$ cat config.mk
export PLATFORM = sky130hd
export DESIGN_NAME = utf16_byte_stream_decoder
export DESIGN_NICKNAME = d
export VERILOG_FILES = /design/src/rtl/core/utf16d_pkg.sv /design/src/rtl/core/utf16d_decode.sv /design/src/rtl/core/utf16d_out_reg.sv /design/src/rtl/core/utf16_byte_stream_decoder.sv
export SDC_FILE = /design/constraint.sdc
export NUM_CORES = 1
export LEC_CHECK = 0
export ABC_AREA = 1
export BUFFER_PORTS_ARGS = -buffer_cell sky130_fd_sc_hd__buf_2
export CORE_UTILIZATION = 45
export DETAILED_ROUTE_END_ITERATION = 16
export PLACE_DENSITY_LB_ADDON = 0.1
export SYNTH_ARGS = -nofsm -noshare
export SYNTH_HDL_FRONTEND = slang
export SYNTH_SLANG_ARGS = --single-unit
$ cat constraint.sdc
create_clock -name clk -period 2.25 [get_ports clk]
set_clock_uncertainty 0.2 [all_clocks]
set_input_delay 0.1125 -clock clk [delete_from_list [all_inputs] [get_ports clk]]
set_output_delay 0.1125 -clock clk [all_outputs]
set_load 0.03 [all_outputs]
$ cat src/rtl/core/utf16d_pkg.sv
// Shared types and constants of the UTF-16 byte stream decoder.
package utf16d_pkg;

	localparam int unsigned ByteBits = 8;
	localparam int unsigned CpBits   = 21;
	localparam int unsigned PadBits  = 3;

	// Replacement character '?' and the first supplementary code point.
	localparam logic [CpBits-1:0] ReplChar   = 21'd63;
	localparam logic [CpBits-1:0] SuppOffset = 21'h10000;

	// Upper six bits of a 16-bit unit for high and low surrogates.
	localparam logic [5:0] HighSurPrefix = 6'b110110;
	localparam logic [5:0] LowSurPrefix  = 6'b110111;

	// One decoded result.
	typedef struct packed {
		logic [CpBits-1:0] code_point;
		logic              bad_sequence;
	} res_t;

	// Decoder state carried between bytes.
	typedef struct packed {
		logic                half_unit_held;
		logic [ByteBits-1:0] held_byte;
		logic                high_surrogate_held;
		logic [9:0]          held_high_bits;
	} dec_state_t;

endpackage

$ cat src/rtl/core/utf16d_decode.sv
// Byte pairing, surrogate tracking and code point formation.
module utf16d_decode (
	input  logic                           clk,
	input  logic                           arst_n,
	input  logic                           advance,
	input  logic [utf16d_pkg::ByteBits-1:0] byte_in,
	input  logic                           byte_swap,
	output logic                           res_valid,
	output utf16d_pkg::res_t               res
);

	utf16d_pkg::dec_state_t state_q;
	utf16d_pkg::dec_state_t state_next;
	logic [15:0]            unit;
	logic                   is_high;
	logic                   is_low;

	assign unit    = byte_swap ? {byte_in, state_q.held_byte} : {state_q.held_byte, byte_in};
	assign is_high = unit[15:10] == utf16d_pkg::HighSurPrefix;
	assign is_low  = unit[15:10] == utf16d_pkg::LowSurPrefix;

	always_comb begin
		state_next       = state_q;
		res_valid        = 1'b0;
		res.code_point   = utf16d_pkg::CpBits'(unit);
		res.bad_sequence = 1'b0;
		if (!state_q.half_unit_held) begin
			state_next.half_unit_held = 1'b1;
			state_next.held_byte      = byte_in;
		end else begin
			state_next.half_unit_held = 1'b0;
			if (state_q.high_surrogate_held) begin
				state_next.high_surrogate_held = 1'b0;
				res_valid                      = 1'b1;
				if (is_low) begin
					res.code_point = utf16d_pkg::SuppOffset
						+ utf16d_pkg::CpBits'({state_q.held_high_bits, unit[9:0]});
				end else begin
					res.code_point   = utf16d_pkg::ReplChar;
					res.bad_sequence = 1'b1;
				end
			end else if (is_high) begin
				state_next.high_surrogate_held = 1'b1;
				state_next.held_high_bits      = unit[9:0];
			end else if (is_low) begin
				res_valid        = 1'b1;
				res.code_point   = utf16d_pkg::ReplChar;
				res.bad_sequence = 1'b1;
			end else begin
				res_valid = 1'b1;
			end
		end
	end

	always_ff @(posedge clk or negedge arst_n) begin
		if (!arst_n) begin
			state_q <= '0;
		end else if (advance) begin
			state_q <= state_next;
		end
	end

endmodule

$ cat src/rtl/core/utf16d_out_reg.sv
// Result register in front of the output stream.
module utf16d_out_reg (
	input  logic             clk,
	input  logic             arst_n,
	input  logic             load,
	input  utf16d_pkg::res_t res_in,
	output logic             free,
	output logic             out_valid,
	input  logic             out_ready,
	output utf16d_pkg::res_t res_out
);

	logic             valid_q;
	utf16d_pkg::res_t res_q;

	assign free      = !valid_q || out_ready;
	assign out_valid = valid_q;
	assign res_out   = res_q;

	always_ff @(posedge clk or negedge arst_n) begin
		if (!arst_n) begin
			valid_q <= 1'b0;
		end else if (free) begin
			valid_q <= load;
		end
	end

	always_ff @(posedge clk) begin
		if (load) begin
			res_q <= res_in;
		end
	end

endmodule

$ cat src/rtl/core/utf16_byte_stream_decoder.sv
// Top level of the UTF-16 byte stream decoder.
// The decoder takes one byte per transaction on the s_* stream and pairs
// bytes into 16-bit code units, high byte first unless byte_swap is set.
// Each complete unit that is not a surrogate is sent out as a code point on
// the m_* stream. A high surrogate is held until the next unit; with a low
// surrogate it forms a supplementary code point, otherwise '?' is sent with
// the bad_sequence flag and the second unit is dropped. A lone low
// surrogate also gives '?' with the flag set.
// The byte_swap register is written over the cfg_* channel, which is always
// ready; it should only be written while the decoder is idle.
// m_tvalid for a unit rises after its second byte has been accepted and has
// passed the input register and then the result register, whose output
// drives the m_* stream.
// Throughput is one byte per cycle while the receiver does not stall, set by
// the single input register stage feeding the result register.
// Reset clears the byte pairing and surrogate state and byte_swap.
// When the receiver stalls, the result register holds its result, the
// input register holds the next byte if that byte would produce a result,
// and s_tready falls once both are occupied.
module utf16_byte_stream_decoder (
	input  logic        clk,
	input  logic        arst_n,
	input  logic        s_tvalid,
	output logic        s_tready,
	input  logic [7:0]  s_tdata,   // [7:0] data_byte
	output logic        m_tvalid,
	input  logic        m_tready,
	output logic [23:0] m_tdata,   // [20:0] code_point, [23:21] zero
	output logic [0:0]  m_tuser,   // [0] bad_sequence
	input  logic        cfg_valid,
	output logic        cfg_ready,
	input  logic        cfg_data   // byte_swap
);

	logic                            byte_swap_q;
	logic                            valid_s1;
	logic [utf16d_pkg::ByteBits-1:0] byte_s1;
	logic                            advance;
	logic                            res_valid;
	logic                            out_free;
	utf16d_pkg::res_t                res;
	utf16d_pkg::res_t                res_out;

	assign cfg_ready = 1'b1;

	always_ff @(posedge clk or negedge arst_n) begin
		if (!arst_n) begin
			byte_swap_q <= 1'b0;
		end else if (cfg_valid && cfg_ready) begin
			byte_swap_q <= cfg_data;
		end
	end

	// The held byte leaves the input register when it causes no result or
	// when the result register can take its result.
	assign advance  = valid_s1 && (!res_valid || out_free);
	assign s_tready = !valid_s1 || advance;

	always_ff @(posedge clk or negedge arst_n) begin
		if (!arst_n) begin
			valid_s1 <= 1'b0;
		end else if (s_tready) begin
			valid_s1 <= s_tvalid;
		end
	end

	always_ff @(posedge clk) begin
		if (s_tvalid && s_tready) begin
			byte_s1 <= s_tdata;
		end
	end

	utf16d_decode u_decode (
		.clk       (clk),
		.arst_n    (arst_n),
		.advance   (advance),
		.byte_in   (byte_s1),
		.byte_swap (byte_swap_q),
		.res_valid (res_valid),
		.res       (res)
	);

	utf16d_out_reg u_out_reg (
		.clk       (clk),
		.arst_n    (arst_n),
		.load      (advance && res_valid),
		.res_in    (res),
		.free      (out_free),
		.out_valid (m_tvalid),
		.out_ready (m_tready),
		.res_out   (res_out)
	);

	assign m_tdata = {{utf16d_pkg::PadBits{1'b0}}, res_out.code_point};
	assign m_tuser = res_out.bad_sequence;

	// A replacement always carries the '?' code point.
	assert property (@(posedge clk) disable iff (!arst_n)
		m_tvalid && m_tuser[0] |-> m_tdata[20:0] == utf16d_pkg::ReplChar)
		else $error("replacement without '?' code point");

	// A good result is never a surrogate code point.
	assert property (@(posedge clk) disable iff (!arst_n)
		m_tvalid && !m_tuser[0] |-> m_tdata[20:11] != 10'b0000011011)
		else $error("surrogate code point sent as good result");

	// A byte that cannot move on stays in the input register unchanged.
	assert property (@(posedge clk) disable iff (!arst_n)
		valid_s1 && !advance |=> valid_s1 && $stable(byte_s1))
		else $error("stalled input byte lost");

endmodule
==> run summary, run 1 <==
The synthesized area per cell is 9.62 um2. The met1 layer wirelength in the final routing is 2090 um. For this design, the sink count on the clock tree is 53. The global route total overflow is 0. Walking the worst path, the cells encountered are clkbuf_2 -> nand2_1 -> nand2_1 -> inv_1 -> nor2_2 -> nand2_1 -> nand3_1 -> clkbuf_4.

At the pin with the least slew margin, the transition time is 0.553 ns. The number of nets in the layout came out at 319. The launch point of the worst reg-to-reg path is byte_swap_q. The run finished with clean final reports. The residual DRC count came out at 0. The most frequently used cell type in the post-synthesis netlist is sky130_fd_sc_hd__nand2_1. The number of max-slew violations in the final report is 0.

The library cell used as clock root buffer is sky130_fd_sc_hd__clkbuf_8. The insertion delay to the later sink of the worst-skew pair is 0.31 ns. The clock share of power came out at 0.177. The total via count after detailed routing is 1704.

Measured against its own limit, the worst slew margin works out to 0.631. The signal arrival time at the worst endpoint came out at 1.80 ns. The length of the first detailed-routing pass in iterations came out at 4. The register area share after synthesis is 0.612. The master of the slowest instance on the critical path is sky130_fd_sc_hd__dfrtp_2. Together, buffers and inverters on the worst path number 3. The final clock period utilization by the worst path is 0.937.

In this run, synthesis produced a sequential element count of 53. The horizontal die dimension is 75.2 um. The routed wire length on met2 is 1890 um. The final HPWL from detailed placement is 2900 um. The switching power is 1160 uW. The path category of the worst min-delay check is in2async. The die span in y is 75.2 um. The area of the die came out at 0.00566 mm2. Summing every instance area after synthesis gives 0.00241 mm2.

For the worst flop-to-flop path, the logic depth is 10. sky130_fd_sc_hd__edfxtp_1 takes more of the synthesized area than any other cell. For this run, the number of Yosys warnings is 0.

For this run, asynchronously set or reset flops after synthesis account for 0.434. Once detail routing completed, the nets flagged for antenna violations numbered 0. The global placement routability congestion came out at 0.845.

The total internal power came out at 1960 uW. The initial DRC count came out at 60. The final worst hold slack came out at 0.121 ns. The number of antenna violations at the first check in global routing was 0. The data required time at the worst endpoint came out at 1.94 ns. By area the synthesized netlist is led by sky130_fd_sc_hd__edfxtp_1 (37%), sky130_fd_sc_hd__dfrtp_1 (24%), sky130_fd_sc_hd__nand2_1 (13%). The initial core utilization came out at 0.470. The floorplan core area came out at 0.00514 mm2. Sorting the synthesized cells by how often they occur yields sky130_fd_sc_hd__nand2_1 (82), sky130_fd_sc_hd__edfxtp_1 (30), sky130_fd_sc_hd__inv_1 (24).

Clock tree synthesis inserted a total of 5 buffers. The average routed wire per standard cell is 11.2 um. The delay contributed by the slowest stage of the critical path came out at 0.43 ns. The count of buffers from port buffering is 37. The critical path in this run is classified as reg2out. The logic depth of the worst path, buffers included is 8. The leakage component of the power came out at 0.00142 uW.

The global-route wire length before repair is 6970 um. Yosys mapped a number of flops with a built-in enable equal to 30. 42 I/O pins were placed. The most frequent cell on the critical path is sky130_fd_sc_hd__nand2_1.

The global-route usage over all layers is 0.170. The minimum setup slack among reg-to-reg paths came out at 0.15 ns. STA classifies the critical path startpoint as a flop. The final total power came out at 3120 uW. Tracing the worst setup path back leads to its startpoint at byte_swap_q. The register clock-pin slew on the reported worst setup and hold paths is 0.09 ns.

The upper clock frequency limit is 474 MHz. The share of Yosys cell area claimed by the top area cell type came out at 0.373. In this run the core area contains 26 standard-cell rows.

The via count of the first global-routing pass is 1489. The ratio of cells with drive above 1 in the final layout is 0.266. CTS built an H-tree with a depth of 2. The signed area change from the synthesized netlist to the final layout came out at 20.5%. In this run the power density over the cells is 1070 mW/mm2. The clock passes through at most 2 buffers.

The combinational fraction of design power came out at 0.344. The largest net degree at the start of global routing came out at 24. The largest fanout of any net on the critical path came out at 5.

In the synthesized netlist the dominant register cell turns out to be sky130_fd_sc_hd__edfxtp_1. STA classifies the critical path endpoint as an output pin. The peak supply drop is 0.468 mV. The number of inserted diodes is 0. The detail-routed via count per cell is 4.54. The count of endpoints failing hold in the final timing report came out at 0.

On the critical path the largest part of the delay comes from simple AND/OR/NAND/NOR gates. Signal routing reaches up to met4. Across the run, the number of max-cap violations was 0. Setup violations remaining at the end of the flow were counted as 0. Synthesis produced a netlist whose cell count is 251. In the detailed route, the total length drawn on met3 is 170 um. The worst register-to-register path ends at u_out_reg.res_out[2]. The shortest period the worst path allows is 2.11 ns. After detailed placement, the design holds a cell count of 351. The routed wire length came out at 4200 um.

TritonCTS built the clock tree. The switching share of power came out at 0.372. The sequential share of power is 0.479.

The final cell count without fillers came out at 375. The number of distinct library cells after synthesis came out at 28.
==> worst max path at each step <==
stage                            to  slack (ns)
4_1_cts                    s_tready        0.05
3_3_place_gp             byte_s1[0]        0.12
5_1_grt                    s_tready      -0.002
6_report                   s_tready        0.14
2_1_floorplan  u_out_reg.res_out[0]        0.07
3_5_place_dp             byte_s1[1]        0.06
==> placed cells by master (no fill, tap or decap), drive strengths merged, types with 4 or more instances in the layout <==
cell / count
buf: 42
edfxtp: 30
nand2: 92
clkbuf: 8
nand3: 8
dfrtp: 23
o21ai: 11
inv: 30
dlygate4sd3: 13
nand4: 11
nor2: 14
conb: 4
==> sequential cells by signal (all words and copies together), names as in the netlist <==
signal and flops:
u_out_reg.out_valid 1, byte_swap_q 1, u_decode.state_q 20, u_out_reg.res_out 22, byte_s1 8, valid_s1 1
==> stage by stage <==
stage | setup slack [ns] | utilization | TNS (ns) | cell area (um2)
2_1_floorplan | 0.0714 | - | 0 | 2420
3_3_place_gp | 0.116 | 0.517 | 0 | 2660
3_5_place_dp | 0.0629 | 0.517 | 0 | 2660
4_1_cts | 0.0496 | 0.561 | 0 | 2880
5_1_grt | -0.00212 | 0.566 | -0.00212 | 2910
6_report | 0.141 | 0.566 | 0 | 2910
==> per-layer routing <==
| layer | global-route usage | vias to the layer above |
|---|---|---|
| met3 | 0.0482 | 6 |
| met4 | 0.0556 | 0 |
| met1 | 0.229 | 755 |
| li1 | - | 900 |
| met2 | 0.266 | 43 |
| met5 | 0 | - |
==> cell families (layout without fill, tap and decap cells) <==
family,Yosys count,in the layout,share of synthesized area
AND/OR/NAND/NOR,128,128,0.235
flip-flops,53,53,0.612
buffers and inverters,44,96,0.0824
AO/OA/AOI/OAI,18,18,0.0410
multiplexers,3,3,0.0140
other,2,4,0.00311
XOR/XNOR,2,2,0.00726
adder cells (fa/ha/maj),1,1,0.00518
==> cell type report <==
cell class / instances / area [um2]
clock buffer: 6 / 82.6
clock inverter: 2 / 13.8
fill: 488 / 2230
inverter: 31 / 120
multi-input combinational: 156 / 746
sequential: 53 / 1480
tap: 70 / 87.6
timing repair buffer: 57 / 380
==> power by group through the flow <==
stage               registers, uW  clock network (uW)  logic, uW
global placement             1520                   0       1040
CTS                          1500                 573       1070
detailed placement           1520                   0       1050
global route                 1540                 606       1200
finish                       1490                 553       1070
floorplan                    1730                   0        548
==> what timing repair did <==
item                       in CTS  in global routing
setup endpoints to repair       0                 35
hold endpoints to repair       34                  0
hold buffers                   13                  0
gates resized for setup         0                  4
buffers inserted                0                  3
Power figures use the tool's default switching activity.
==> inputs of run 2 (changes only) <==
--- a/config.mk
+++ b/config.mk
@@ -7,7 +7,7 @@
 export LEC_CHECK = 0
 export ABC_AREA = 1
 export BUFFER_PORTS_ARGS = -buffer_cell sky130_fd_sc_hd__buf_2
-export CORE_UTILIZATION = 45
+export CORE_UTILIZATION = 50
 export DETAILED_ROUTE_END_ITERATION = 16
 export PLACE_DENSITY_LB_ADDON = 0.1
 export SYNTH_ARGS = -nofsm -noshare
==> run summary, run 2 (synthesis gave the netlist of run 1 again) <==
The count of endpoints failing hold in the final timing report came to 0 (unchanged). The utilization after layout came out at 0.642 (+0.0762). The global-route usage over all layers is 0.188 (+0.0180). The routed wire length is 4290 um (+2.0%). The worst setup slack after layout is 0.136 ns (-0.00540 ns). The average routed wire per standard cell is 12.0 um (+6.8%).

The power density over the cells is 1090 mW/mm2 (+1.3%). The global route total overflow came out at 0 (unchanged). The actual transition at the worst max-transition pin is 0.542 ns (-0.0112 ns). From synthesis to final layout, the design area changed by 19.8%.

The initial DRC count came out at 103 (+72%). The maximum clock insertion buffer count is 2 (unchanged). The leakage component of the power is 0.00141 uW (-0.26%). The endpoint kind of the worst setup timing path is a flop.

The total via count after detailed routing is 1714 (+0.59%). The final clock period utilization by the worst path is 0.940 (+0.00240). The global-route wire length before repair came out at 7210 um (+3.5%).

The largest fanout of any net on the critical path came out at 22 (+17). The number of inserted diodes came out at 0 (unchanged). The number of antenna violations at the first check in global routing is 0 (unchanged).

The via count of the first global-routing pass is 1570 (+5.4%). The fill cell instance count of the final layout is 381 (-22%). The upper clock frequency limit came out at 473 MHz (-0.26%). In this run the clock root is driven by a sky130_fd_sc_hd__clkbuf_8. The number of nets in the layout is 320 (+0.31%). The critical path startpoint category is a flop. The detail-routed via count per cell came out at 4.79 (+5.4%). The worst register-to-register path begins at byte_swap_q. The count of buffers from port buffering was 37 (unchanged). The leading cell type in the layout, fill and taps excluded is sky130_fd_sc_hd__nand2_1. The reg-to-reg critical path endpoint is u_out_reg.res_out[2]. The area of the die was 0.00511 mm2 (-9.7%). The global placement routability congestion is 0.899 (+6.4%).

The post-route antenna net violation count came out at 0 (unchanged). The insertion delay to the later sink of the worst-skew pair is 0.31 ns (about the same). The data required time at the worst endpoint came out at 2.08 ns (+0.14 ns). The delay contributed by the slowest stage of the critical path is 0.45 ns (+0.02 ns). The critical path is of the reg2reg type.

The post-place setup slack came out at 0.108 ns (+0.0456 ns). The count of maximum capacitance violations came to 0 (unchanged). The worst max-slew margin expressed relative to the limit was 0.639 (+0.00744). The residual DRC count came out at 0 (unchanged).

The final sum of negative setup slack came out at 0 ns (unchanged). The maximum level of the CTS H-tree came out at 2 (unchanged). The register clock-pin slew on the reported worst setup and hold paths is 0.10 ns (about the same). The peak supply drop came out at 0.493 mV (+5.3%). The setup-violating endpoint count in the final report is 0 (unchanged). The signal arrival time at the worst endpoint came out at 1.94 ns (+0.14 ns). In this run the worst hold path is classified as in2async. The number of ports placed on the die boundary came out at 42 (unchanged).

Traced cell by cell, the critical path runs through buf_4 -> buf_4 -> nand2_2 -> nand3_1 -> nor2_1 -> nand2_1 -> nand2_1 -> nand3_1 -> inv_1 -> buf_12. The CTS tree is done. The die span in y came out at 71.5 um (-5.0%). The floorplan core area came out at 0.00450 mm2 (-12%).

The shortest period the worst path allows is 2.11 ns (+0.00540 ns). The ratio of cells with drive above 1 in the final layout is 0.268 (+0.00240). The logic depth of the worst register-to-register path came out at 10 (unchanged). The largest net degree at the start of global routing is 24 (unchanged). The cell row count is 24 (-7.7%). The final worst hold slack came out at 0.114 ns (-0.00729 ns).

The total CTS buffers is 5 (unchanged). The initial core utilization is 0.536 (+0.0663). The horizontal die dimension is 71.5 um (-5.0%). The number of max-slew violations in the final report came out at 0 (unchanged). In the layout the commonest cells are sky130_fd_sc_hd__nand2_1 (82), sky130_fd_sc_hd__buf_2 (36), sky130_fd_sc_hd__edfxtp_1 (30), sky130_fd_sc_hd__inv_1 (23), sky130_fd_sc_hd__dfrtp_1 (22). The minimum setup slack among reg-to-reg paths is 0.14 ns (about the same). The length of the first detailed-routing pass in iterations came to 5 (+1).

Setup repair after global routing left no endpoint under its margin. The run finished with clean final reports. The final total power is 3140 uW (+0.69%).

The final HPWL from detailed placement is 3010 um (+3.9%). The number of flip-flops under the largest register name came out at 22 (unchanged). The clock sink count came out at 53 (unchanged). On the critical path, the stage with the largest delay is an instance of sky130_fd_sc_hd__dfrtp_2.
==> run 2: cell count changes in the layout (fill, tap and decap cells not counted), sizes merged <==
| cell | before | now |
|---|---|---|
| clkinvlp | 0 | 2 |
| clkbuf | 8 | 6 |
| buf | 42 | 44 |
| clkinv | 3 | 1 |
| inv | 30 | 31 |
==> run 2: worst max-delay path by stage <==
stage	from	endpoint	slack, ns	cells after the start
after floorplan	byte_swap_q	u_out_reg.res_out[0]	0.07	9
after global placement	byte_swap_q	byte_s1[1]	0.16	9
after detailed placement	byte_swap_q	u_out_reg.res_out[1]	0.11	10
after CTS	byte_swap_q	u_out_reg.res_out[1]	0.07	10
after global routing	byte_swap_q	s_tready	0.03	8
final	byte_swap_q	u_out_reg.res_out[2]	0.14	10
==> run 2: timing repair <==
item	in CTS	in global routing
buffers inserted	0	2
gates resized for setup	0	3
hold buffers	13	0
endpoints found under the hold margin	34	0
endpoints found under the setup margin	0	35
==> run 2: power by group <==
part	switching, uW	total, uW	internal (uW)
logic	739	1090	355
registers	132	1490	1360
clock network	328	555	227
==> run 2: per-stage QoR <==
stage	cell area, um2	std cells
2_1_floorplan	2420	253
3_3_place_gp	2650	335
3_5_place_dp	2650	335
4_1_cts	2870	356
5_1_grt	2890	358
6_report	2890	358
==> run 2: layout make-up <==
cell class / count / area [um2] / area share
inverter: 31 / 118 / 0.0407
multi-input combinational: 156 / 746 / 0.258
clock buffer: 5 / 68.8 / 0.0238
clock inverter: 3 / 26.3 / 0.00909
sequential: 53 / 1480 / 0.511
timing repair buffer: 58 / 390 / 0.135
tap: 52 / 65.1 / 0.0225
==> run 2: routing by layer <==
layer / wire length, um / up-vias / global-route usage
li1: - / 898 / -
met4: 59 / 0 / 0.0588
met5: 0 / - / 0
met1: 2070 / 767 / 0.241
met3: 161 / 6 / 0.0506
met2: 2000 / 43 / 0.313
==> run 2: worst max-delay path: cells and delay by family (launching register included) <==
family	cells	cell delay (ns)
buf+inv	4	0.56
flops	1	0.45
simple gates	6	0.61
==> inputs of run 3 (changes only) <==
--- a/config.mk
+++ b/config.mk
@@ -7,9 +7,9 @@
 export LEC_CHECK = 0
 export ABC_AREA = 1
 export BUFFER_PORTS_ARGS = -buffer_cell sky130_fd_sc_hd__buf_2
-export CORE_UTILIZATION = 50
+export CORE_UTILIZATION = 55
 export DETAILED_ROUTE_END_ITERATION = 16
-export PLACE_DENSITY_LB_ADDON = 0.1
+export PLACE_DENSITY = 0.83
 export SYNTH_ARGS = -nofsm -noshare
 export SYNTH_HDL_FRONTEND = slang
 export SYNTH_SLANG_ARGS = --single-unit
==> constraint.sdc (replaced) <==
create_clock -name clk -period 2.1 [get_ports clk]
set_clock_uncertainty 0.2 [all_clocks]
set_input_delay 0.105 -clock clk [delete_from_list [all_inputs] [get_ports clk]]
set_output_delay 0.105 -clock clk [all_outputs]
set_load 0.03 [all_outputs]
==> run summary, run 3 (synthesis gave the netlist of run 1 again) <==
The signed area change from the synthesized netlist to the final layout is 27.8%. The combinational fraction of design power was 0.383 (+0.035). The number of ports placed on the die boundary is 42 (unchanged).

STA classifies the critical path endpoint as a flop. The actual transition at the worst max-transition pin is 0.530 ns (-0.0116 ns). The upper clock frequency limit came out at 482 MHz (+1.9%). The leakage component of the power was 0.00150 uW (+6.2%). The tree is rooted in a sky130_fd_sc_hd__clkbuf_8. The largest net degree at the start of global routing is 24 (unchanged). The ratio of cells with drive above 1 in the final layout came to 0.327 (+0.0591).

The maximum clock insertion buffer count came out at 2 (unchanged). The largest fanout of any net on the critical path is 8 (-64%). The final clock period utilization by the worst path came out at 0.988 (+0.0484). The total via count after detailed routing is 1877 (+9.5%). In this design, the critical path's most frequently occurring cell is sky130_fd_sc_hd__nand2_4. The flow ran to the end, and the final reports show no timing, DRC or antenna violations. The total CTS buffers was 5 (unchanged). The peak supply drop is 0.638 mV (+29%).

The floorplan core area is 0.00412 mm2 (-8.6%). The global-route usage over all layers came out at 0.244 (+0.0564). The routed wire length came out at 5120 um (+19%). The die span in y came out at 68.2 um (-4.5%). The setup-violating endpoint count in the final report came out at 0 (unchanged). The length of the first detailed-routing pass in iterations came to 4 (-1). The initial DRC count is 127 (+23%).

The critical path startpoint category is a flop. The register clock-pin slew on the reported worst setup and hold paths is 0.11 ns (about the same). The shortest period the worst path allows came out at 2.07 ns (-0.0393 ns). Among all stages on the critical path, the largest delay is contributed by sky130_fd_sc_hd__dfrtp_2.

The finished layout cell area came to 0.00309 mm2 (+6.7%). The area of the die came out at 0.00466 mm2 (-8.8%). The combined buffer and inverter count along the critical path is 3 (-1).

The clock share of power is 0.168 (-0.009). The power density over the cells came out at 1170 mW/mm2 (+8.1%). The sequential share of power came out at 0.449 (-0.026).

The delay contributed by the slowest stage of the critical path is 0.49 ns (+0.04 ns). The number of antenna violations at the first check in global routing came out at 0 (unchanged). The final sum of negative setup slack was 0 ns (unchanged). The insertion delay to the later sink of the worst-skew pair came out at 0.32 ns (about the same). The number of flip-flops under the largest register name is 22 (unchanged).

The count of buffers from port buffering is 37 (unchanged). The data required time at the worst endpoint came out at 1.95 ns (-0.13 ns). The average routed wire per standard cell was 13.9 um (+16%). The worst setup slack after layout is 0.0250 ns (-0.111 ns). The residual DRC count came out at 0 (unchanged). The post-place setup slack came out at -0.0425 ns (-0.151 ns). The total internal power is 2210 uW (+14%). The category of cells accounting for the largest share of critical-path delay is simple AND/OR/NAND/NOR gates. The post-route antenna net violation count was 0 (unchanged).

The global route total overflow is 0 (unchanged). The setup path with the least slack is of type reg2reg. The path category of the worst min-delay check is in2async. The final HPWL from detailed placement came out at 3460 um (+15%). The switching power is 1410 uW (+18%).

The global-route wire length before repair is 7980 um (+11%). The number of max-slew violations in the final report came to 0 (unchanged). The library cell used most frequently in the layout, excluding fill and tap cells, is sky130_fd_sc_hd__nand2_1. The worst max-slew margin expressed relative to the limit came out at 0.647 (+0.00777). The count of endpoints failing hold in the final timing report is 0 (unchanged). The count of maximum capacitance violations was 0 (unchanged).

Traced cell by cell, the critical path runs through inv_4 -> nand2_1 -> nand2_1 -> nand2_4 -> nor2_4 -> nand2_4 -> nand2_4 -> nand3_4 -> clkinvlp_4 -> clkbuf_16. The initial core utilization came to 0.587 (+0.0507). The cell area reported after detailed placement is 0.00271 mm2 (+2.2%). The global placement routability congestion came out at 0.970 (+7.8%). TritonCTS built the clock tree. The signal arrival time at the worst endpoint is 1.92 ns (-0.02 ns). The number of inserted diodes is 0 (unchanged). The number of nets in the layout was 332 (+3.8%). The maximum level of the CTS H-tree came to 2 (unchanged). The detail-routed via count per cell is 5.10 (+6.5%). The via count of the first global-routing pass came to 1786 (+14%).

The cell row count is 23 (-4.2%). The final worst hold slack came to 0.0900 ns (-0.0236 ns). The switching share of power was 0.389 (+0.00719). The horizontal die dimension is 68.2 um (-4.5%).

The library cells used most frequently in the layout, excluding fill and tap cells, are sky130_fd_sc_hd__nand2_1 (76), sky130_fd_sc_hd__buf_2 (37), sky130_fd_sc_hd__edfxtp_1 (30), sky130_fd_sc_hd__inv_1 (22), sky130_fd_sc_hd__dfrtp_1 (22). The clock sink count was 53 (unchanged).
run 3: cell type report:
| cell class | instances | area, um2 |
|---|---|---|
| clock buffer | 5 | 68.8 |
| clock inverter | 3 | 26.3 |
| fill | 293 | 1030 |
| inverter | 31 | 124 |
| multi-input combinational | 156 | 806 |
| sequential | 53 | 1480 |
| tap | 50 | 62.6 |
| timing repair buffer | 70 | 520 |
run 3: path summary, 6_finish.rpt:
check | slack (ns) | cells after the start | to | start
max in group asynchronous | 1.23 | 2 | byte_swap_q | arst_n
min | 0.09 | 2 | u_decode.state_q[1] | arst_n
min reg2reg | 0.30 | 2 | u_decode.state_q[1] | u_decode.state_q[1]
min in group clk | 0.29 | 2 | byte_s1[1] | s_tdata[1]
max | 0.03 | 10 | u_out_reg.res_out[3] | byte_swap_q
max reg2reg | 0.03 | 10 | u_out_reg.res_out[3] | byte_swap_q
run 3: timing repair:
| action | in CTS | in global routing |
|---|---|---|
| endpoints found under the hold margin | 35 | 0 |
| hold buffers | 13 | 0 |
| pin swaps | 0 | 5 |
| resized for setup | 1 | 17 |
| setup buffers | 2 | 2 |
| gates cloned | 0 | 3 |
| setup endpoints to repair | 22 | 32 |
run 3: layer usage:
layer / GRT usage / share of wire / up-vias
met4: 0.104 / 0.024 / 0
met2: 0.424 / 0.51 / 62
li1: - / - / 920
met5: 0 / 0 / -
met3: 0.0500 / 0.049 / 10
met1: 0.291 / 0.42 / 885
run 3: power groups by stage:
stage | Sequential, uW | Combinational [uW] | Clock (uW)
finish | 1630 | 1390 | 608
global route | 1660 | 1520 | 645
CTS | 1630 | 1210 | 611
detailed placement | 1650 | 1190 | 0
global placement | 1630 | 1150 | 0
floorplan | 1860 | 596 | 0
run 3: through the flow:
step	utilization	power [uW]	std cells
final	0.750	3620	368
after global routing	0.750	3830	368
after CTS	0.716	3450	363
after detailed placement	0.658	2830	340
after global placement	0.658	2780	340
after floorplan	-	2450	253
run 3: worst reg2reg max path: stages, from the launching register on:
cell                         delay (ns)
sky130_fd_sc_hd__dfrtp_2           0.49
sky130_fd_sc_hd__inv_4             0.11
sky130_fd_sc_hd__nand2_1           0.05
sky130_fd_sc_hd__nand2_1           0.12
sky130_fd_sc_hd__nand2_4           0.08
sky130_fd_sc_hd__nor2_4            0.14
sky130_fd_sc_hd__nand2_4           0.09
sky130_fd_sc_hd__nand2_4           0.08
sky130_fd_sc_hd__nand3_4           0.07
sky130_fd_sc_hd__clkinvlp_4        0.19
sky130_fd_sc_hd__clkbuf_16         0.18
